<file path="src/hw/rtl/nrb_pkg.sv">
// Shared constants, types and helper functions of the Newton root basin solver.
package nrb_pkg;

   // Number format and sizes.
   localparam int MAX_ORDER   = 8;
   localparam int FRAC_BITS   = 32;
   localparam int COORD_BITS  = 12;
   localparam int VAL_BITS    = FRAC_BITS + 16;
   localparam int ROOT_SLOTS  = (MAX_ORDER * (MAX_ORDER + 1)) / 2;
   localparam int IDX_BITS    = $clog2(ROOT_SLOTS);
   localparam int OPND_BITS   = 48;
   localparam int HALF_BITS   = OPND_BITS / 2;
   localparam int PROD_BITS   = 2 * OPND_BITS;
   localparam int SQ_BITS     = PROD_BITS + 1;
   localparam int NUM_BITS    = PROD_BITS + 2;
   localparam int QUO_BITS    = VAL_BITS - 1;
   localparam int ITER_BITS   = 10;
   localparam int ORDER_BITS  = 4;
   localparam int K_BITS      = 3;
   localparam int CSR_IDX_BITS = 4;
   localparam int CSR_DATA_BITS = 48;

   typedef logic signed [VAL_BITS-1:0] val_type;
   typedef logic [ROOT_SLOTS-1:0][2*VAL_BITS-1:0] root_tab_type;

   localparam logic signed [63:0] VAL_MAX = (64'sd1 <<< (VAL_BITS - 1)) - 64'sd1;
   localparam logic signed [63:0] VAL_MIN = -VAL_MAX - 64'sd1;
   localparam logic signed [63:0] ONE_FIX = 64'sd1 <<< FRAC_BITS;

   // Register indexes of the configuration port.
   localparam logic [CSR_IDX_BITS-1:0] CSR_ORDER     = 4'd0;
   localparam logic [CSR_IDX_BITS-1:0] CSR_MAX_ITER  = 4'd1;
   localparam logic [CSR_IDX_BITS-1:0] CSR_TOLERANCE = 4'd2;
   localparam logic [CSR_IDX_BITS-1:0] CSR_DERIV_FLR = 4'd3;
   localparam logic [CSR_IDX_BITS-1:0] CSR_X_ORIGIN  = 4'd4;
   localparam logic [CSR_IDX_BITS-1:0] CSR_Y_ORIGIN  = 4'd5;
   localparam logic [CSR_IDX_BITS-1:0] CSR_X_STEP    = 4'd6;
   localparam logic [CSR_IDX_BITS-1:0] CSR_Y_STEP    = 4'd7;

   // Sequencer states.
   typedef enum logic [4:0] {
      S_IDLE, S_MAP_X, S_MAP_Y, S_TOL, S_FLR, S_ITER, S_CHK_RE, S_CHK_IM,
      S_POW, S_C_RR, S_C_II, S_C_RI, S_C_IR, S_DERIV, S_DEN_R, S_DEN_I,
      S_NUM_A, S_NUM_B, S_NUM_C, S_NUM_D, S_DIV_RE, S_DIV_IM, S_DONE
   } state_type;

   // Saturate a wide signed value to the stored range.
   function automatic val_type sat_val(input logic signed [63:0] v);
      if (v > VAL_MAX) return val_type'(VAL_MAX);
      else if (v < VAL_MIN) return val_type'(VAL_MIN);
      else return val_type'(v);
   endfunction

   // Magnitude of a stored value as an unsigned operand.
   function automatic logic [OPND_BITS-1:0] abs_val(input val_type v);
      logic [VAL_BITS-1:0] neg;
      neg = VAL_BITS'(-v);
      return v[VAL_BITS-1] ? OPND_BITS'(neg) : OPND_BITS'(v);
   endfunction

   // Fixed-point product from a magnitude product: truncate, sign, saturate.
   function automatic val_type smul_fix(input logic [PROD_BITS-1:0] prod, input logic neg);
      logic [PROD_BITS-FRAC_BITS-1:0] m;
      m = prod[PROD_BITS-1:FRAC_BITS];
      if (neg) begin
         if (m > (PROD_BITS-FRAC_BITS)'(VAL_MAX)) return val_type'(VAL_MIN);
         else return val_type'(-$signed({1'b0, m}));
      end else begin
         if (m > (PROD_BITS-FRAC_BITS)'(VAL_MAX)) return val_type'(VAL_MAX);
         else return val_type'(m);
      end
   endfunction

   // Small multiple of a value by shift and add, then saturated.
   function automatic val_type times_small(input logic [ORDER_BITS-1:0] n, input val_type p);
      logic signed [63:0] acc;
      logic signed [63:0] ext;
      acc = 64'sd0;
      ext = 64'(p);
      for (int i = 0; i < ORDER_BITS; i++) begin
         if (n[i]) acc = acc + (ext <<< i);
      end
      return sat_val(acc);
   endfunction

   // Elaboration-time helpers that build the unit-root table.
   function automatic logic [63:0] udiv64(input logic [63:0] num, input logic [63:0] d);
      logic [64:0] rem;
      logic [63:0] q;
      rem = '0;
      q = '0;
      for (int i = 63; i >= 0; i--) begin
         rem = {rem[63:0], num[i]};
         if (rem >= {1'b0, d}) begin
            rem = rem - {1'b0, d};
            q[i] = 1'b1;
         end
      end
      return q;
   endfunction

   function automatic logic [63:0] mul60(input logic [63:0] a, input logic [63:0] b);
      logic [127:0] p;
      p = {64'd0, a} * {64'd0, b};
      return p[123:60];
   endfunction

   function automatic logic [63:0] to_frac(input logic [63:0] v);
      logic [63:0] t;
      t = v + (64'd1 << (59 - FRAC_BITS));
      return t >> (60 - FRAC_BITS);
   endfunction

   function automatic logic [2*VAL_BITS-1:0] unit_root(input int k, input int n);
      logic [63:0] a, oct, r, t, x, x2, s, c, term, cs, sn, st, re, im, m;
      a = 64'(8 * k);
      oct = udiv64(a, 64'(n));
      r = a - oct * 64'(n);
      t = oct[0] ? 64'(n) - r : r;
      x = udiv64(64'h0C90FDAA22168C23 * t, 64'(n));
      x2 = mul60(x, x);
      s = x;
      term = x;
      for (int i = 1; i <= 12; i++) begin
         term = udiv64(mul60(term, x2), 64'((2 * i) * (2 * i + 1)));
         s = (i % 2 == 1) ? s - term : s + term;
      end
      c = 64'd1 << 60;
      term = 64'd1 << 60;
      for (int i = 1; i <= 12; i++) begin
         term = udiv64(mul60(term, x2), 64'((2 * i - 1) * (2 * i)));
         c = (i % 2 == 1) ? c - term : c + term;
      end
      cs = to_frac(c);
      sn = to_frac(s);
      m = (oct >> 1) + (oct & 64'd1);
      st = oct[0] ? -sn : sn;
      case (m[1:0])
         2'd0: begin re = cs; im = st; end
         2'd1: begin re = -st; im = cs; end
         2'd2: begin re = -cs; im = -st; end
         default: begin re = st; im = -cs; end
      endcase
      return {re[VAL_BITS-1:0], im[VAL_BITS-1:0]};
   endfunction

   function automatic root_tab_type build_root_tab();
      root_tab_type tab;
      tab = '0;
      for (int n = 1; n <= MAX_ORDER; n++) begin
         for (int k = 0; k < n; k++) begin
            tab[(n - 1) * n / 2 + k] = unit_root(k, n);
         end
      end
      return tab;
   endfunction

   // Unit roots of every order, real part high, imaginary part low.
   localparam root_tab_type ROOT_TAB = build_root_tab();

endpackage

</file>
<file path="src/hw/rtl/nrb_mul.sv">
// Multi-cycle unsigned 48 by 48 multiplier built from one 24 by 24 multiplier.
module nrb_mul import nrb_pkg::*; (
   input  logic                 clock,
   input  logic                 reset,
   input  logic                 start,
   input  logic [OPND_BITS-1:0] opa,
   input  logic [OPND_BITS-1:0] opb,
   output logic                 done,
   output logic [PROD_BITS-1:0] prod
);

   logic                 busy_ff, busy_in;
   logic                 done_ff, done_in;
   logic [1:0]           cnt_ff, cnt_in;
   logic [OPND_BITS-1:0] a_ff, a_in, b_ff, b_in;
   logic [PROD_BITS-1:0] acc_ff, acc_in;
   logic [HALF_BITS-1:0] a_half, b_half;
   logic [2*HALF_BITS-1:0] part;
   logic [PROD_BITS-1:0] part_sh;

   // One partial product per cycle, low halves first.
   always_comb begin
      a_half = cnt_ff[1] ? a_ff[OPND_BITS-1:HALF_BITS] : a_ff[HALF_BITS-1:0];
      b_half = cnt_ff[0] ? b_ff[OPND_BITS-1:HALF_BITS] : b_ff[HALF_BITS-1:0];
      part = a_half * b_half;
      case (cnt_ff)
         2'd0:    part_sh = PROD_BITS'(part);
         2'd3:    part_sh = PROD_BITS'(part) << (2 * HALF_BITS);
         default: part_sh = PROD_BITS'(part) << HALF_BITS;
      endcase
   end

   // Load operands on start, then accumulate four partial products.
   always_comb begin
      busy_in = busy_ff;
      done_in = 1'b0;
      cnt_in  = cnt_ff;
      a_in    = a_ff;
      b_in    = b_ff;
      acc_in  = acc_ff;
      if (start) begin
         busy_in = 1'b1;
         cnt_in  = 2'd0;
         a_in    = opa;
         b_in    = opb;
         acc_in  = '0;
      end else if (busy_ff) begin
         acc_in = acc_ff + part_sh;
         cnt_in = cnt_ff + 2'd1;
         if (cnt_ff == 2'd3) begin
            busy_in = 1'b0;
            done_in = 1'b1;
         end
      end
   end

   always_ff @(posedge clock) begin
      if (reset) begin
         busy_ff <= 1'b0;
         done_ff <= 1'b0;
         cnt_ff  <= 2'd0;
      end else begin
         busy_ff <= busy_in;
         done_ff <= done_in;
         cnt_ff  <= cnt_in;
      end
      a_ff   <= a_in;
      b_ff   <= b_in;
      acc_ff <= acc_in;
   end

   assign done = done_ff;
   assign prod = acc_ff;

endmodule

</file>
<file path="config.mk">
export PLATFORM = sky130hd
export DESIGN_NAME = nrb_mul
export DESIGN_NICKNAME = d
export VERILOG_FILES = /design/src/hw/rtl/nrb_pkg.sv /design/src/hw/rtl/nrb_mul.sv
export SDC_FILE = /design/constraint.sdc
export NUM_CORES = 2
export LEC_CHECK = 0
export BUFFER_PORTS_ARGS = -buffer_cell sky130_fd_sc_hd__buf_2
export CORE_ASPECT_RATIO = 2
export CORE_MARGIN = 1
export CORE_UTILIZATION = 35
export CTS_CLUSTER_DIAMETER = 30
export CTS_CLUSTER_SIZE = 10
export DETAILED_ROUTE_END_ITERATION = 6
export HOLD_SLACK_MARGIN = 0.15
export PLACE_DENSITY_LB_ADDON = 0.3
export SLEW_MARGIN = 5
export SYNTH_ARGS = -nofsm -noshare
export SYNTH_HDL_FRONTEND = slang
export SYNTH_SLANG_ARGS = --single-unit
</file>
<file path="constraint.sdc">
create_clock -name clock -period 16.8 [get_ports clock]
set_input_delay 2.52 -clock clock [delete_from_list [all_inputs] [get_ports clock]]
set_output_delay 2.52 -clock clock [all_outputs]
set_load 0.01 [all_outputs]
</file>
==> summary.txt <==
Worst setup path
  – Critical path class: reg2reg
  – Crit Path Max Fanout: 38
  – WP data required: 17.21 ns
  – Crit-path max cell delay: around 1.1 ns
  – CP max-delay cell: mux2i_1
  – Critical path arrival: 13.86 ns
  – Largest delay share family, worst path: adder cells
  – Worst Path Buf+Inv: 7
  – Critical Path Source Type: flop
  – Crit end category: flop
  – CP dominant cell by count: fa_1

Job
  – Max-cap violations: 0

Global routing
  – Largest net degree at the start of global routing: 63
  – GRT Overall Usage: 25.72%
  – Vias in the first global route: 28.23k
  – Grt ovf: 0
  – Initial antenna violation count: 8
  – First-pass GRT wire length: 174100 µm

Layout
  – Share of cells above drive strength 1: 10.08%
  – Most common cell after layout, fill and taps aside: inv_1
  – Finished Core Util: 38.39%
  – Final instance area: 34620 µm²
  – # fillers: about 9.3k
  – Area Growth Syn to Fin: 8.839%
  – Nets: 4552
  – Most frequent cells in the layout: inv_1 (596), fa_1 (483), nor2_1 (415), nand2_1 (405), ha_1 (272)

Timing
  – Final Hold Vio Count: 0
  – Min cycle time layout: 13.44 ns
  – Setup Skew: 0.01790 ns
  – Setup violations, final: 0
  – Slew Limit Fails: 0
  – Worst Max-Slew Pin Slew: 1.366 ns
  – Fmax: between 70 and 80 MHz
  – Final period util: 80.01%
  – RSZ-0062 raised after global routing: false
  – Max transition margin: 6.322%
  – Final WS setup: 3.358 ns
  – TNS Setup: 0 ns

Routing
  – Via count: 26.32k
  – Via density: 5.375
  – Routed length per instance: 23.65 µm
  – WL final: 115800 µm
  – DRC Markers: 0
  – Routed Antenna Nets: 0
  – Drt pass-1 iters: 5
  – DRT iter0 DRCs: 1525

Clocking
  – Setup Buffers After CTS: 0
  – Resized cells post-CTS: 0
  – CTS H-tree lvls: 4
  – CTS tree: built
  – Clk sink count: 196
  – Root buffer cell: clkbuf_16
  – Clk Latency, worst-skew pair: 0.54 ns
  – Post-CTS Hold Buffers: 0
  – Clk slew on worst S/H paths: around 0.080 ns
  – Num CTS Buffers: 17
  – Clk buf depth: 2

Logic synthesis
  – Mapped Area: around 32000 µm²
  – Syn Nets: 4464
  – Async set or reset register ratio after synthesis: 0%
  – Distinct cell type count of the synthesized netlist: 84
  – Post-synthesis sequential area ratio: 15.36%
  – Yosys warning total: 0
  – #FFs+latches synth: 196
  – Predominant post-synthesis flop cell: dfxtp_1
  – Post-synthesis instance total: 3610
  – Post-synth EDFFs: 96
  – Syn avg cell area: around 8.8 µm²

Placement
  – Dpl ws: 3.498 ns
  – # port buffers: 195
  – GP Congestion: 0.9924
  – Placement Cell Area: around 34000 µm²
  – Dpl hpwl: 94460 µm

Run status
  – Status: finished clean

Die
  – Die H: ~430 µm
  – DIE AREA: 92160 µm²
  – Placeable Area: between 90000 and 100000 µm²
  – Starting Density: 35.27%
  – Row Count: around 160
  – Die Width: 215.2 µm
  – IO Count: around 200

Worst hold path
  – Worst min path class: reg2reg
## synthesized netlist by cell type, types with 19 or more instances
cell type  count  area [µm²]
clkbuf_1     154       578.1
nor2b_1       22       137.6
xnor2_1       77       674.4
nand2_1      405        1520
edfxtp_1      96        2883
nand4_1       52       325.3
nand2b_1      19       118.9
mux2_2        45       506.7
a21oi_1      157       785.8
mux2i_1      101        1011
nor3_1        21       105.1
nand3_1       20       100.1
o21ai_1       21       105.1
a22o_1        37       324.1
xor2_1        55       481.7
and2_1        50       312.8
ha_1         272        3403
o21bai_1      31       232.7
nor2_1       417        1565
a21o_1        99       743.2
o21ai_0       92       460.4
fa_1         483        9669
dfxtp_1      100        2002
inv_1        596        2237
## through the flow
| stage | cells | hold WS, ns |
|---|---|---|
| detailed placement | 4864 | 0.4709 |
| floorplan | 3610 | 0.4855 |
| CTS | 4896 | 0.4857 |
| finish | 4897 | 0.4824 |
| global route | 4896 | 0.5049 |
| global placement | 4864 | 0.4704 |
## cell families after synthesis
group / after synthesis / share of synthesized area (%)
DFF: 196 / 15.36
buffers and inverters: 769 / 9.115
AOI/OAI and AO/OA: 567 / 12.01
muxes: 146 / 4.772
adders and majority gates: 755 / 41.10
xor gates and xnor gates: 132 / 3.635
and+or+nand+nor: 1045 / 14.02
## sequential cells by signal (all words and copies together) (netlist names)
register and flops:
a_ff 48, b_ff 48, busy_ff 1, cnt_ff 2, done 1, prod 96
## worst register-to-register path, delay by kind of cell (launching register included)
family,cells,cell delay [ns]
AO/OA/AOI/OAI,16,3.94
adder cells (fa/ha/maj),9,4.29
buffers and inverters,7,0.88
multiplexers,1,1.07
XOR/XNOR,3,0.68
flip-flops,1,0.58
AND/OR/NAND/NOR,10,1.88
## metal layers
metal | track usage [%] | vias up | wire (µm)
li1 | - | 11770 | -
met1 | 25.91 | 13190 | 39330
met2 | 46.46 | 948 | 60100
met3 | 4.454 | 405 | 6000
met4 | 20.18 | 12 | 10330
met5 | 0 | - | 80
## final timing paths
check                         start                    end  slack (ns)  cells after the start
max          cnt_ff[1]$_SDFFE_PP0P_  prod[95]$_SDFFE_PP0P_        3.36                     46
min           prod[66]$_SDFFE_PP0P_  prod[66]$_SDFFE_PP0P_        0.48                      2
max reg2reg  cnt_ff[1]$_SDFFE_PP0P_  prod[95]$_SDFFE_PP0P_        3.36                     46
min reg2reg   prod[66]$_SDFFE_PP0P_  prod[66]$_SDFFE_PP0P_        0.48                      2
## final cells by class
class                   count  area [µm²]  area share (%)
clock buffers              17       425.4           1.229
inverters                 596        2237           6.462
diodes                      1       2.502        0.007229
repair buffers            242        1335           3.856
flip-flops and latches    196        4891           14.13
clock inverters            15       175.2          0.5060
well taps                1185        1483           4.283
multi-input cells        2645       24070           69.53
Power is left out: the tool's default activity adds up to more than one toggle a clock period on the data nets, which glitch-free logic cannot reach.
