[src/hw/rtl/nrb_pkg.sv]
// Shared constants, types and helper functions of the Newton root basin solver.
package nrb_pkg;

   // Number format and sizes.
   localparam int MAX_ORDER   = 8;
   localparam int FRAC_BITS   = 32;
   localparam int COORD_BITS  = 12;
   localparam int VAL_BITS    = FRAC_BITS + 16;
   localparam int ROOT_SLOTS  = (MAX_ORDER * (MAX_ORDER + 1)) / 2;
   localparam int IDX_BITS    = $clog2(ROOT_SLOTS);
   localparam int OPND_BITS   = 48;
   localparam int HALF_BITS   = OPND_BITS / 2;
   localparam int PROD_BITS   = 2 * OPND_BITS;
   localparam int SQ_BITS     = PROD_BITS + 1;
   localparam int NUM_BITS    = PROD_BITS + 2;
   localparam int QUO_BITS    = VAL_BITS - 1;
   localparam int ITER_BITS   = 10;
   localparam int ORDER_BITS  = 4;
   localparam int K_BITS      = 3;
   localparam int CSR_IDX_BITS = 4;
   localparam int CSR_DATA_BITS = 48;

   typedef logic signed [VAL_BITS-1:0] val_type;
   typedef logic [ROOT_SLOTS-1:0][2*VAL_BITS-1:0] root_tab_type;

   localparam logic signed [63:0] VAL_MAX = (64'sd1 <<< (VAL_BITS - 1)) - 64'sd1;
   localparam logic signed [63:0] VAL_MIN = -VAL_MAX - 64'sd1;
   localparam logic signed [63:0] ONE_FIX = 64'sd1 <<< FRAC_BITS;

   // Register indexes of the configuration port.
   localparam logic [CSR_IDX_BITS-1:0] CSR_ORDER     = 4'd0;
   localparam logic [CSR_IDX_BITS-1:0] CSR_MAX_ITER  = 4'd1;
   localparam logic [CSR_IDX_BITS-1:0] CSR_TOLERANCE = 4'd2;
   localparam logic [CSR_IDX_BITS-1:0] CSR_DERIV_FLR = 4'd3;
   localparam logic [CSR_IDX_BITS-1:0] CSR_X_ORIGIN  = 4'd4;
   localparam logic [CSR_IDX_BITS-1:0] CSR_Y_ORIGIN  = 4'd5;
   localparam logic [CSR_IDX_BITS-1:0] CSR_X_STEP    = 4'd6;
   localparam logic [CSR_IDX_BITS-1:0] CSR_Y_STEP    = 4'd7;

   // Sequencer states.
   typedef enum logic [4:0] {
      S_IDLE, S_MAP_X, S_MAP_Y, S_TOL, S_FLR, S_ITER, S_CHK_RE, S_CHK_IM,
      S_POW, S_C_RR, S_C_II, S_C_RI, S_C_IR, S_DERIV, S_DEN_R, S_DEN_I,
      S_NUM_A, S_NUM_B, S_NUM_C, S_NUM_D, S_DIV_RE, S_DIV_IM, S_DONE
   } state_type;

   // Saturate a wide signed value to the stored range.
   function automatic val_type sat_val(input logic signed [63:0] v);
      if (v > VAL_MAX) return val_type'(VAL_MAX);
      else if (v < VAL_MIN) return val_type'(VAL_MIN);
      else return val_type'(v);
   endfunction

   // Magnitude of a stored value as an unsigned operand.
   function automatic logic [OPND_BITS-1:0] abs_val(input val_type v);
      logic [VAL_BITS-1:0] neg;
      neg = VAL_BITS'(-v);
      return v[VAL_BITS-1] ? OPND_BITS'(neg) : OPND_BITS'(v);
   endfunction

   // Fixed-point product from a magnitude product: truncate, sign, saturate.
   function automatic val_type smul_fix(input logic [PROD_BITS-1:0] prod, input logic neg);
      logic [PROD_BITS-FRAC_BITS-1:0] m;
      m = prod[PROD_BITS-1:FRAC_BITS];
      if (neg) begin
         if (m > (PROD_BITS-FRAC_BITS)'(VAL_MAX)) return val_type'(VAL_MIN);
         else return val_type'(-$signed({1'b0, m}));
      end else begin
         if (m > (PROD_BITS-FRAC_BITS)'(VAL_MAX)) return val_type'(VAL_MAX);
         else return val_type'(m);
      end
   endfunction

   // Small multiple of a value by shift and add, then saturated.
   function automatic val_type times_small(input logic [ORDER_BITS-1:0] n, input val_type p);
      logic signed [63:0] acc;
      logic signed [63:0] ext;
      acc = 64'sd0;
      ext = 64'(p);
      for (int i = 0; i < ORDER_BITS; i++) begin
         if (n[i]) acc = acc + (ext <<< i);
      end
      return sat_val(acc);
   endfunction

   // Elaboration-time helpers that build the unit-root table.
   function automatic logic [63:0] udiv64(input logic [63:0] num, input logic [63:0] d);
      logic [64:0] rem;
      logic [63:0] q;
      rem = '0;
      q = '0;
      for (int i = 63; i >= 0; i--) begin
         rem = {rem[63:0], num[i]};
         if (rem >= {1'b0, d}) begin
            rem = rem - {1'b0, d};
            q[i] = 1'b1;
         end
      end
      return q;
   endfunction

   function automatic logic [63:0] mul60(input logic [63:0] a, input logic [63:0] b);
      logic [127:0] p;
      p = {64'd0, a} * {64'd0, b};
      return p[123:60];
   endfunction

   function automatic logic [63:0] to_frac(input logic [63:0] v);
      logic [63:0] t;
      t = v + (64'd1 << (59 - FRAC_BITS));
      return t >> (60 - FRAC_BITS);
   endfunction

   function automatic logic [2*VAL_BITS-1:0] unit_root(input int k, input int n);
      logic [63:0] a, oct, r, t, x, x2, s, c, term, cs, sn, st, re, im, m;
      a = 64'(8 * k);
      oct = udiv64(a, 64'(n));
      r = a - oct * 64'(n);
      t = oct[0] ? 64'(n) - r : r;
      x = udiv64(64'h0C90FDAA22168C23 * t, 64'(n));
      x2 = mul60(x, x);
      s = x;
      term = x;
      for (int i = 1; i <= 12; i++) begin
         term = udiv64(mul60(term, x2), 64'((2 * i) * (2 * i + 1)));
         s = (i % 2 == 1) ? s - term : s + term;
      end
      c = 64'd1 << 60;
      term = 64'd1 << 60;
      for (int i = 1; i <= 12; i++) begin
         term = udiv64(mul60(term, x2), 64'((2 * i - 1) * (2 * i)));
         c = (i % 2 == 1) ? c - term : c + term;
      end
      cs = to_frac(c);
      sn = to_frac(s);
      m = (oct >> 1) + (oct & 64'd1);
      st = oct[0] ? -sn : sn;
      case (m[1:0])
         2'd0: begin re = cs; im = st; end
         2'd1: begin re = -st; im = cs; end
         2'd2: begin re = -cs; im = -st; end
         default: begin re = st; im = -cs; end
      endcase
      return {re[VAL_BITS-1:0], im[VAL_BITS-1:0]};
   endfunction

   function automatic root_tab_type build_root_tab();
      root_tab_type tab;
      tab = '0;
      for (int n = 1; n <= MAX_ORDER; n++) begin
         for (int k = 0; k < n; k++) begin
            tab[(n - 1) * n / 2 + k] = unit_root(k, n);
         end
      end
      return tab;
   endfunction

   // Unit roots of every order, real part high, imaginary part low.
   localparam root_tab_type ROOT_TAB = build_root_tab();

endpackage

[src/hw/rtl/nrb_div.sv]
// Restoring divider giving a saturated Q15.32 quotient one bit per cycle.
module nrb_div import nrb_pkg::*; (
   input  logic                 clock,
   input  logic                 reset,
   input  logic                 start,
   input  logic [PROD_BITS-1:0] mag,
   input  logic [PROD_BITS-1:0] den,
   output logic                 done,
   output logic [QUO_BITS-1:0]  quo
);

   localparam int CNT_BITS = $clog2(QUO_BITS);
   localparam int HI_SKIP  = QUO_BITS - FRAC_BITS;

   logic                 busy_ff, busy_in;
   logic                 done_ff, done_in;
   logic                 over_ff, over_in;
   logic [CNT_BITS-1:0]  cnt_ff, cnt_in;
   logic [PROD_BITS-1:0] rem_ff, rem_in, den_ff, den_in;
   logic [QUO_BITS-1:0]  src_ff, src_in, q_ff, q_in;
   logic [PROD_BITS-1:0] rem0;
   logic [PROD_BITS:0]   trial;

   // The top of the dividend is the starting remainder; a remainder that
   // already reaches the divisor means the quotient overflows.
   assign rem0  = PROD_BITS'(mag >> HI_SKIP);
   assign trial = {rem_ff, src_ff[QUO_BITS-1]};

   always_comb begin
      busy_in = busy_ff;
      done_in = 1'b0;
      over_in = over_ff;
      cnt_in  = cnt_ff;
      rem_in  = rem_ff;
      den_in  = den_ff;
      src_in  = src_ff;
      q_in    = q_ff;
      if (start) begin
         busy_in = 1'b1;
         over_in = (rem0 >= den);
         cnt_in  = '0;
         rem_in  = rem0;
         den_in  = den;
         src_in  = {mag[HI_SKIP-1:0], {FRAC_BITS{1'b0}}};
         q_in    = '0;
      end else if (busy_ff) begin
         src_in = src_ff << 1;
         if (trial >= {1'b0, den_ff}) begin
            rem_in = PROD_BITS'(trial - {1'b0, den_ff});
            q_in   = {q_ff[QUO_BITS-2:0], 1'b1};
         end else begin
            rem_in = trial[PROD_BITS-1:0];
            q_in   = {q_ff[QUO_BITS-2:0], 1'b0};
         end
         cnt_in = cnt_ff + 1'b1;
         if (cnt_ff == CNT_BITS'(QUO_BITS - 1)) begin
            busy_in = 1'b0;
            done_in = 1'b1;
         end
      end
   end

   always_ff @(posedge clock) begin
      if (reset) begin
         busy_ff <= 1'b0;
         done_ff <= 1'b0;
         cnt_ff  <= '0;
      end else begin
         busy_ff <= busy_in;
         done_ff <= done_in;
         cnt_ff  <= cnt_in;
      end
      over_ff <= over_in;
      rem_ff  <= rem_in;
      den_ff  <= den_in;
      src_ff  <= src_in;
      q_ff    <= q_in;
   end

   assign done = done_ff;
   assign quo  = over_ff ? {QUO_BITS{1'b1}} : q_ff;

endmodule

[config.mk]
export PLATFORM = sky130hd
export DESIGN_NAME = nrb_div
export DESIGN_NICKNAME = d
export VERILOG_FILES = /design/src/hw/rtl/nrb_pkg.sv /design/src/hw/rtl/nrb_div.sv
export SDC_FILE = /design/constraint.sdc
export NUM_CORES = 1
export LEC_CHECK = 0
export ABC_AREA = 1
export BUFFER_PORTS_ARGS = -buffer_cell sky130_fd_sc_hd__buf_2
export CORE_UTILIZATION = 50
export DETAILED_ROUTE_END_ITERATION = 10
export MAX_ROUTING_LAYER = met4
export PLACE_DENSITY = 0.73
export SLEW_MARGIN = 20
export SYNTH_ARGS = -nofsm -noshare
export SYNTH_HDL_FRONTEND = slang
export SYNTH_SLANG_ARGS = --single-unit
[constraint.sdc]
create_clock -name clock -period 4.6 [get_ports clock]
set_input_delay 0 -clock clock [delete_from_list [all_inputs] [get_ports clock]]
set_output_delay 0 -clock clock [all_outputs]
set_load 0.01 [all_outputs]
==> summary.md, run 1 <==
| Metric | Value |
|---|---|
| Multi-input gate area | 11600 um^2 |
| Initial DRC Count | 2011 |
| Cell taking the most area after synthesis | edfxtp_1 |
| Die W | 209 um |
| PortBufs | 242 |
| CP max-delay cell | edfxtp_1 |
| Critical R2R Launch | rem_ff[49] |
| Critical path capture point type | flip-flop |
| Core area | 42000 um^2 |
| Remaining DRCs | 0 |
| Std cell rows | 75 |
| CP Launch Type | flip-flop |
| Vias | 21800 |
| Pwr Total | 8.05 mW |
| # H-tree levels | 1 |
| Max Root-Sink Buffers | 3 |
| Clock tree from TritonCTS | built |
| Clk_lat worst skew | 0.60 ns |
| Period utilization | 81.7% |
| Initial antenna violation count | 3 |
| Post-cts sizing count | 0 |
| Die area | 43500 um^2 |
| Final core utilization | 62.0% |
| Post-synth EDFFs | 193 |
| Clk root buf | clkbuf_16 |
| Synth Area per Inst | 6.78 um^2 |
| Register area share after synthesis | 33.7% |
| Starting density of the core | 50.7% |
| Leakage power | 13.0 nW |
| Post-Route Skew | 0.0168 ns |
| CTS Buf Count | 31 |
| Yosys reg bits | 263 |
| Slew @ Worst Pin | 0.976 ns |
| Final HPWL DP | 56.7 mm |
| Status | finished clean |
| Wire per inst | 18.0 um |
| Distinct cells, synth | 48 |
| Syn nets | 3521 |
| Final Wtd Congestion | 1.08 |
| Worst-path clk slew | 0.06 ns |
| Critical path data required time | 4.95 ns |
| Synth Cell Area | 21300 um^2 |
| Synth Flop Type | edfxtp_1 |
| Area contributors post-synth | edfxtp_1, nand2_1, ha_1, inv_1, dfxtp_1 |
| Reg2reg path depth | 15 |
| Max transition margin | 34.9% |
| Fin. Hold Viols | 0 |
| Critical path startpoint | rem_ff[49] |
| Max Fclk | 266 MHz |
| Area grow syn2layout | 22.1% |
| Die H | 209 um |
| Tot GR Track Use | 34.9% |
| Vias in the first global route | 21300 |
| CP max stage delay | 0.41 ns |
| Post-route ant nets | 0 |
| Sequential cell area | 7200 um^2 |
| Setup TNS | 0 ns |
| Total gr overflow | 0 |
| Final Max Tran Viols | 0 |
| Fillers | 3816 |
| RSZ-0062 raised after global routing | no |
| Flop2flop setup slack | 0.84 ns |
| Worst Setup EP | rem_ff[54] |
| Minimum clock period | 3.76 ns |
| Critical path type | reg2reg |
| Crit path DAT | 4.11 ns |
| # IOs | 243 |
| First drt pass iteration count | 5 |
| Synth top area share | 27.2% |
| Max cap viols | 0 |
| Final Setup Violations | 0 |
| Largest net degree at the start of global routing | 89 |
| Share of layout cells above drive strength 1 | 10.4% |
| R2r endpoint | rem_ff[54] |
| Async SR Flop Fraction | 0% |
| Vias per cell | 5.27 |
| Setup ws final | 0.841 ns |
| CP Max Fanout | 65 |
| First-pass GRT wire length | 115 mm |
| Yosys warns | 0 |
| Max IR drop VDD | 0.000425 V |
| CTS Hold Bufs | 194 |
| Most used cell, CP | nand2_1 |
| Clock sinks | 263 |
| Post CTS Setup Buffer Count | 0 |
| Post-synthesis cell count | 3146 |
| # nets final | 3939 |
| WL final | 74.5 mm |
| Power per cell area | 309 nW/um^2 |
| Dpl ws | 0.963 ns |
| Critical path cell sequence | ha_1 -> a21oi_1 -> o21ai_0 -> nand2_1 -> nand2_1 -> a21oi_1 -> nand2_1 -> nand2_1 -> nand2_2 -> inv_2 -> nand2_8 -> buf_12 -> or2_2 -> nand3_1 -> nand2_1 |
| Worst min path class | in2reg |
[how the worst min path moves through the flow]
| stage | startpoint | end | slack [ns] | cells after the start |
|---|---|---|---|---|
| 2_1_floorplan | den[0] | den_ff[0] | 0.1 | 0 |
| 3_3_place_gp | den[23] | den_ff[23] | 0.19 | 1 |
| 3_5_place_dp | den[67] | den_ff[67] | 0.19 | 1 |
| 4_1_cts | den[85] | den_ff[85] | 0.11 | 2 |
| 5_1_grt | den[6] | den_ff[6] | 0.12 | 2 |
| 6_report | den[82] | den_ff[82] | 0.12 | 2 |
[placed cells by master, fill, tap and decap left out, drive strengths merged, types with 2 or more instances in the layout]
| cell | Yosys | final |
|---|---|---|
| dfxtp | 70 | 70 |
| o21bai | 8 | 8 |
| nand4 | 44 | 44 |
| inv | 571 | 575 |
| nand2 | 1057 | 1057 |
| ha | 179 | 179 |
| dlygate4sd3 | 0 | 194 |
| a21oi | 192 | 192 |
| o22ai | 47 | 47 |
| clkinv | 1 | 7 |
| nand3b | 2 | 2 |
| xor2 | 10 | 10 |
| o21ai | 179 | 179 |
| a211oi | 4 | 4 |
| o21a | 4 | 4 |
| o221ai | 3 | 3 |
| nor4 | 9 | 9 |
| or2 | 15 | 15 |
| o211ai | 23 | 23 |
| nor3 | 30 | 30 |
| nand2b | 2 | 2 |
| clkbuf | 33 | 49 |
| nor2 | 293 | 293 |
| xnor2 | 56 | 56 |
| diode | 0 | 3 |
| nand3 | 84 | 84 |
| buf | 30 | 253 |
| edfxtp | 193 | 193 |
[sequential cells by signal (all words and copies together), names as in the netlist]
| signal | cells |
|---|---|
| busy_ff | 1 |
| cnt_ff | 6 |
| den_ff | 96 |
| done | 1 |
| over_ff | 1 |
| q_ff | 47 |
| rem_ff | 96 |
| src_ff | 15 |
[synth_stat cells (5+ instances only)]
cell	number
o21ai_1	83
xnor2_1	56
o211ai_1	15
buf_1	9
buf_6	10
o211ai_2	8
nand3_1	76
xor2_1	10
nand2_1	1052
inv_2	11
or2_2	10
nor2_2	19
clkbuf_1	33
ha_1	179
nor4_1	8
edfxtp_1	193
o22ai_1	47
dfxtp_1	70
nand4_1	43
a21oi_1	192
nand3_2	8
inv_1	560
buf_2	5
nor3_1	30
o21bai_1	8
or2_1	5
o21ai_0	96
nor2_1	273
[final cells by class]
type / count / area share (%)
Multi-Input combinational cell: 2248 / 44.6
Sequential cell: 263 / 27.6
Timing Repair Buffer: 448 / 12.6
Inverter: 572 / 8.25
Clock buffer: 48 / 3.95
Tap cell: 539 / 2.59
Clock inverter: 10 / 0.293
Antenna cell: 3 / 0.0288
[cells by family after synthesis]
group	count (synthesis)	share of synthesized area (%)
AO/OA/AOI/OAI	462	11.8
buffers and inverters	635	11.8
flip-flops	263	33.7
adder cells (fa/ha/maj)	180	10.6
AND/OR/NAND/NOR	1540	29.4
XOR/XNOR	66	2.71
[power by group]
group	internal (mW)	switching, mW
Combinational	0.909	1.71
Clock	1.55	1.06
Sequential	2.74	0.0770
Total	5.20	2.85
[per-layer routing]
metal / global-route usage, % / share of wire (%) / vias up
li1: - / - / 10900
met5: - / 0 / -
met2: 54.2 / 45 / 769
met1: 46.5 / 45 / 10000
met3: 5.98 / 7.3 / 123
met4: 10.6 / 3.0 / 0
[stage by stage]
stage,hold slack (ns),cells,cell area (um^2)
finish,0.125,4131,26100
global route,0.121,4131,26100
CTS,0.112,4128,26000
detailed placement,0.193,3876,23000
global placement,0.192,3876,23000
floorplan,0.0989,3146,21300
[worst max-delay path, delay by kind of cell (launching register included)]
family / cells / cell delay (ns)
flip-flops: 1 / 0.41
AND/OR/NAND/NOR: 9 / 1.24
adder cells (fa/ha/maj): 1 / 0.37
AO/OA/AOI/OAI: 3 / 0.81
buffers and inverters: 2 / 0.60
(Power assumes the default switching activity.)
==> run 2: changes to the inputs <==
--- a/config.mk
+++ b/config.mk
@@ -5,7 +5,7 @@
 export SDC_FILE = /design/constraint.sdc
 export NUM_CORES = 1
 export LEC_CHECK = 0
-export ABC_AREA = 1
+export ABC_AREA = 0
 export BUFFER_PORTS_ARGS = -buffer_cell sky130_fd_sc_hd__buf_2
 export CORE_UTILIZATION = 50
 export DETAILED_ROUTE_END_ITERATION = 10
==> constraint.sdc (replaced) <==
create_clock -name clock -period 3.9 [get_ports clock]
set_input_delay 0 -clock clock [delete_from_list [all_inputs] [get_ports clock]]
set_output_delay 0 -clock clock [all_outputs]
set_load 0.01 [all_outputs]
==> run 2 against run 1 <==
  * Highest routed layer unchanged
  * Critical path type unchanged
  * Sequential power up 24%
  * Critical endpoint is now rem_ff[58]
  * Synthesized area down 10%
  * Synthesized cell count is 33% lower
  * Critical path depth stayed put
  * Final area is 7.7% lower
==> summary.md, run 2 <==
| Metric | Value |
|---|---|
| Worst-path clk slew | 0.06 ns (about the same) |
| Flop2flop setup slack | 0.16 ns (was 0.84 ns) |
| Cell with the most instances after synthesis | a21oi_1 (was nand2_1) |
| # nets final | 2906 (was 3939) |
| Clk root buf | clkbuf_16 (unchanged) |
| Multi-input gate area | 10800 um^2 (was 11600 um^2) |
| Vias per cell | 5.65 (was 5.27) |
| Max cap viols | 0 (unchanged) |
| Reg2reg path depth | 15 (unchanged) |
| Final Max Tran Viols | 0 (unchanged) |
| Clock tree from TritonCTS | built (unchanged) |
| Fin. Hold Viols | 0 (unchanged) |
| Core area | 37700 um^2 (was 42000 um^2) |
| Die W | 198 um (was 209 um) |
| Cell taking the most area after synthesis | edfxtp_1 (unchanged) |
| Total gr overflow | 0 (unchanged) |
| Final HPWL DP | 39.9 mm (was 56.7 mm) |
| Commonest non-fill, non-tap cell in the layout | buf_2 (was nand2_1) |
| Vias | 17300 (was 21800) |
| Synth Flop Type | edfxtp_1 (unchanged) |
| CP Launch Type | flip-flop (unchanged) |
| Area grow syn2layout | 25.7% (was 22.1%) |
| Critical path type | reg2reg (unchanged) |
| WL final | 56.1 mm (was 74.5 mm) |
| Post-Route Skew | 0.0206 ns (was 0.0168 ns) |
| # IOs | 243 (unchanged) |
| Placed inst area | 21000 um^2 (was 23000 um^2) |
| Async SR Flop Fraction | 0% (unchanged) |
| Critical path data required time | 4.23 ns (was 4.95 ns) |
| Final Setup Violations | 0 (unchanged) |
| Max IR drop VDD | 0.000424 V (was 0.000425 V) |
| Minimum clock period | 3.74 ns (was 3.76 ns) |
| Crit path DAT | 4.06 ns (was 4.11 ns) |
| Synth Cell Area | 19100 um^2 (was 21300 um^2) |
| Register area share after synthesis | 37.6% (was 33.7%) |
| R2r endpoint | rem_ff[58] (was rem_ff[54]) |
| Starting density of the core | 50.8% (was 50.7%) |
| Yosys reg bits | 263 (unchanged) |
| Critical R2R Launch | den_ff[0] (was rem_ff[49]) |
| Period utilization | 95.8% (was 81.7%) |
| Top post-synthesis cells by count | a21oi_1, inv_1, nor2_1 (was nand2_1, inv_1, nor2_1) |
| Critical path cell sequence | ha_2 -> fa_2 -> nand2b_1 -> a21o_1 -> a211o_1 -> a311oi_2 -> buf_4 -> nor2_1 -> or3_1 -> nand3_2 -> a21oi_2 -> o21bai_4 -> a21oi_2 -> and3_4 -> o32a_1 (was ha_1 -> a21oi_1 -> o21ai_0 -> nand2_1 -> nand2_1 -> a21oi_1 -> nand2_1 -> nand2_1 -> nand2_2 -> inv_2 -> nand2_8 -> buf_12 -> or2_2 -> nand3_1 -> nand2_1) |
| Status | finished clean (unchanged) |
| Sequential cell area | 7200 um^2 (about the same) |
| Setup TNS | 0 ns (unchanged) |
| Slew @ Worst Pin | 1.06 ns (was 0.976 ns) |
| RSZ-0062 raised after global routing | no (unchanged) |
| Clk_lat worst skew | 0.58 ns (was 0.60 ns) |
| Leakage power | 10.7 nW (was 13.0 nW) |
| Final Wtd Congestion | 0.971 (was 1.08) |
| # H-tree levels | 1 (unchanged) |
| Initial DRC Count | 1536 (was 2011) |
| Worst Setup EP | rem_ff[58] (was rem_ff[54]) |
| Setup ws final | 0.163 ns (was 0.841 ns) |
| Area contributors post-synth | edfxtp_1, ha_1, dfxtp_1, a21oi_1, inv_1 (was edfxtp_1, nand2_1, ha_1, inv_1, dfxtp_1) |
| Synth Area per Inst | 9.03 um^2 (was 6.78 um^2) |
| Wire per inst | 18.3 um (was 18.0 um) |
| Std cell rows | 71 (was 75) |
| Commonest cells after routing, fill and taps aside | buf_2, a21oi_1, inv_1, nor2_1 (was nand2_1, inv_1, nor2_1, buf_2, dlygate4sd3_1) |
| CP max stage delay | 0.40 ns (was 0.41 ns) |
| Most used cell, CP | a21oi_2 (was nand2_1) |
| Biggest regs | den_ff: 96 flops, rem_ff: 96 flops, q_ff: 47 flops (unchanged) |
| Initial antenna violation count | 5 (was 3) |
| First-pass GRT wire length | 88.8 mm (was 115 mm) |
| Yosys warns | 0 (unchanged) |
| Share of layout cells above drive strength 1 | 19.3% (was 10.4%) |
| Die H | 198 um (was 209 um) |
| Max Root-Sink Buffers | 3 (unchanged) |
| Post-synth EDFFs | 193 (unchanged) |
| Remaining DRCs | 0 (unchanged) |
| Post-route ant nets | 0 (unchanged) |
| Fillers | 3178 (was 3816) |
| Vias in the first global route | 17500 (was 21300) |
| Final core utilization | 63.8% (was 62.0%) |
| Clock sinks | 263 (unchanged) |
| Syn nets | 2494 (was 3521) |
| Critical path capture point type | flip-flop (unchanged) |
| Synth top area share | 30.3% (was 27.2%) |
| First drt pass iteration count | 6 (was 5) |
| Distinct cells, synth | 84 (was 48) |
| Critical path startpoint | den_ff[0] (was rem_ff[49]) |
| Power per cell area | 435 nW/um^2 (was 309 nW/um^2) |
| Post-synthesis cell count | 2119 (was 3146) |
| Largest net degree at the start of global routing | 83 (was 89) |
| CP Max Fanout | 3 (was 65) |
| Die area | 39000 um^2 (was 43500 um^2) |
| Tot GR Track Use | 29.3% (was 34.9%) |
| Worst min path class | in2reg (unchanged) |
| CTS Buf Count | 31 (unchanged) |
| Dpl ws | 0.124 ns (was 0.963 ns) |
| Max Fclk | 268 MHz (was 266 MHz) |
| CP max-delay cell | or3_1 (was edfxtp_1) |
| Post-route design area | 24000 um^2 (was 26100 um^2) |
| PortBufs | 242 (unchanged) |
| Max transition margin | 29.5% (was 34.9%) |
## run 2: where the power goes
part / switching (mW) / total [mW] / internal [mW]
clock: 1.16 / 2.88 / 1.72
sequential: 0.153 / 3.50 / 3.35
combinational: 2.34 / 4.07 / 1.73
## run 2: kinds of logic (layout without fill, tap and decap cells)
group | Yosys count | after routing | share of synthesized area [%]
AOI/OAI and AO/OA | 554 | 554 | 18.2
buffers and inverters | 322 | 758 | 6.66
xor gates and xnor gates | 88 | 88 | 4.03
other | 0 | 5 | 0
and+or+nand+nor | 596 | 596 | 15.1
DFF | 263 | 263 | 37.6
adders and majority gates | 180 | 180 | 11.8
muxes | 116 | 116 | 6.49
## run 2: final cells by class
| cell class | count | share of cell area, % |
|---|---|---|
| Timing Repair Buffer | 487 | 15.1 |
| Clock inverter | 15 | 0.723 |
| Multi-Input combinational cell | 1534 | 44.7 |
| Inverter | 214 | 3.35 |
| Tap cell | 511 | 2.66 |
| Sequential cell | 263 | 29.9 |
| Clock buffer | 42 | 3.40 |
| Antenna cell | 5 | 0.0520 |
## run 2: repair_timing
action                     in CTS  in global routing
buffers inserted                0                  6
hold buffers                  193                  0
resized for setup               0                 17
setup endpoints to repair       0                 71
hold endpoints to repair      201                  0
## run 2: metrics by stage
step	total power, mW	std cells	hold WS, ns
after floorplan	6.22	2119	0.0724
after global placement	7.25	2810	0.175
after detailed placement	7.30	2810	0.168
after CTS	10.3	3060	0.0304
after global routing	11.0	3071	0.0696
final	10.5	3071	0.0330
## run 2: worst min path at each step
stage                from  slack (ns)       end  depth (start not counted)
floorplan           reset        0.07   busy_ff                          1
global placement    reset        0.17   busy_ff                          2
detailed placement  reset        0.17   busy_ff                          2
CTS                 start        0.03  q_ff[24]                          2
global route        start        0.07  q_ff[34]                          2
finish              start        0.03  q_ff[24]                          2
## run 2: worst max-delay path, delay by kind of cell, from the launching register on
kind | cells | cell delay, ns
compound gates | 7 | 1.44
fa+ha+maj | 2 | 0.56
buf+inv | 1 | 0.19
flops | 1 | 0.38
simple gates | 5 | 0.94
## run 2: layer usage
layer	up-vias	part of all wire, %	GRT usage [%]
li1	8420	-	-
met1	8202	43	36.3
met2	575	48	48.8
met3	142	5.8	3.76
met4	0	3.4	11.1
met5	-	0	-
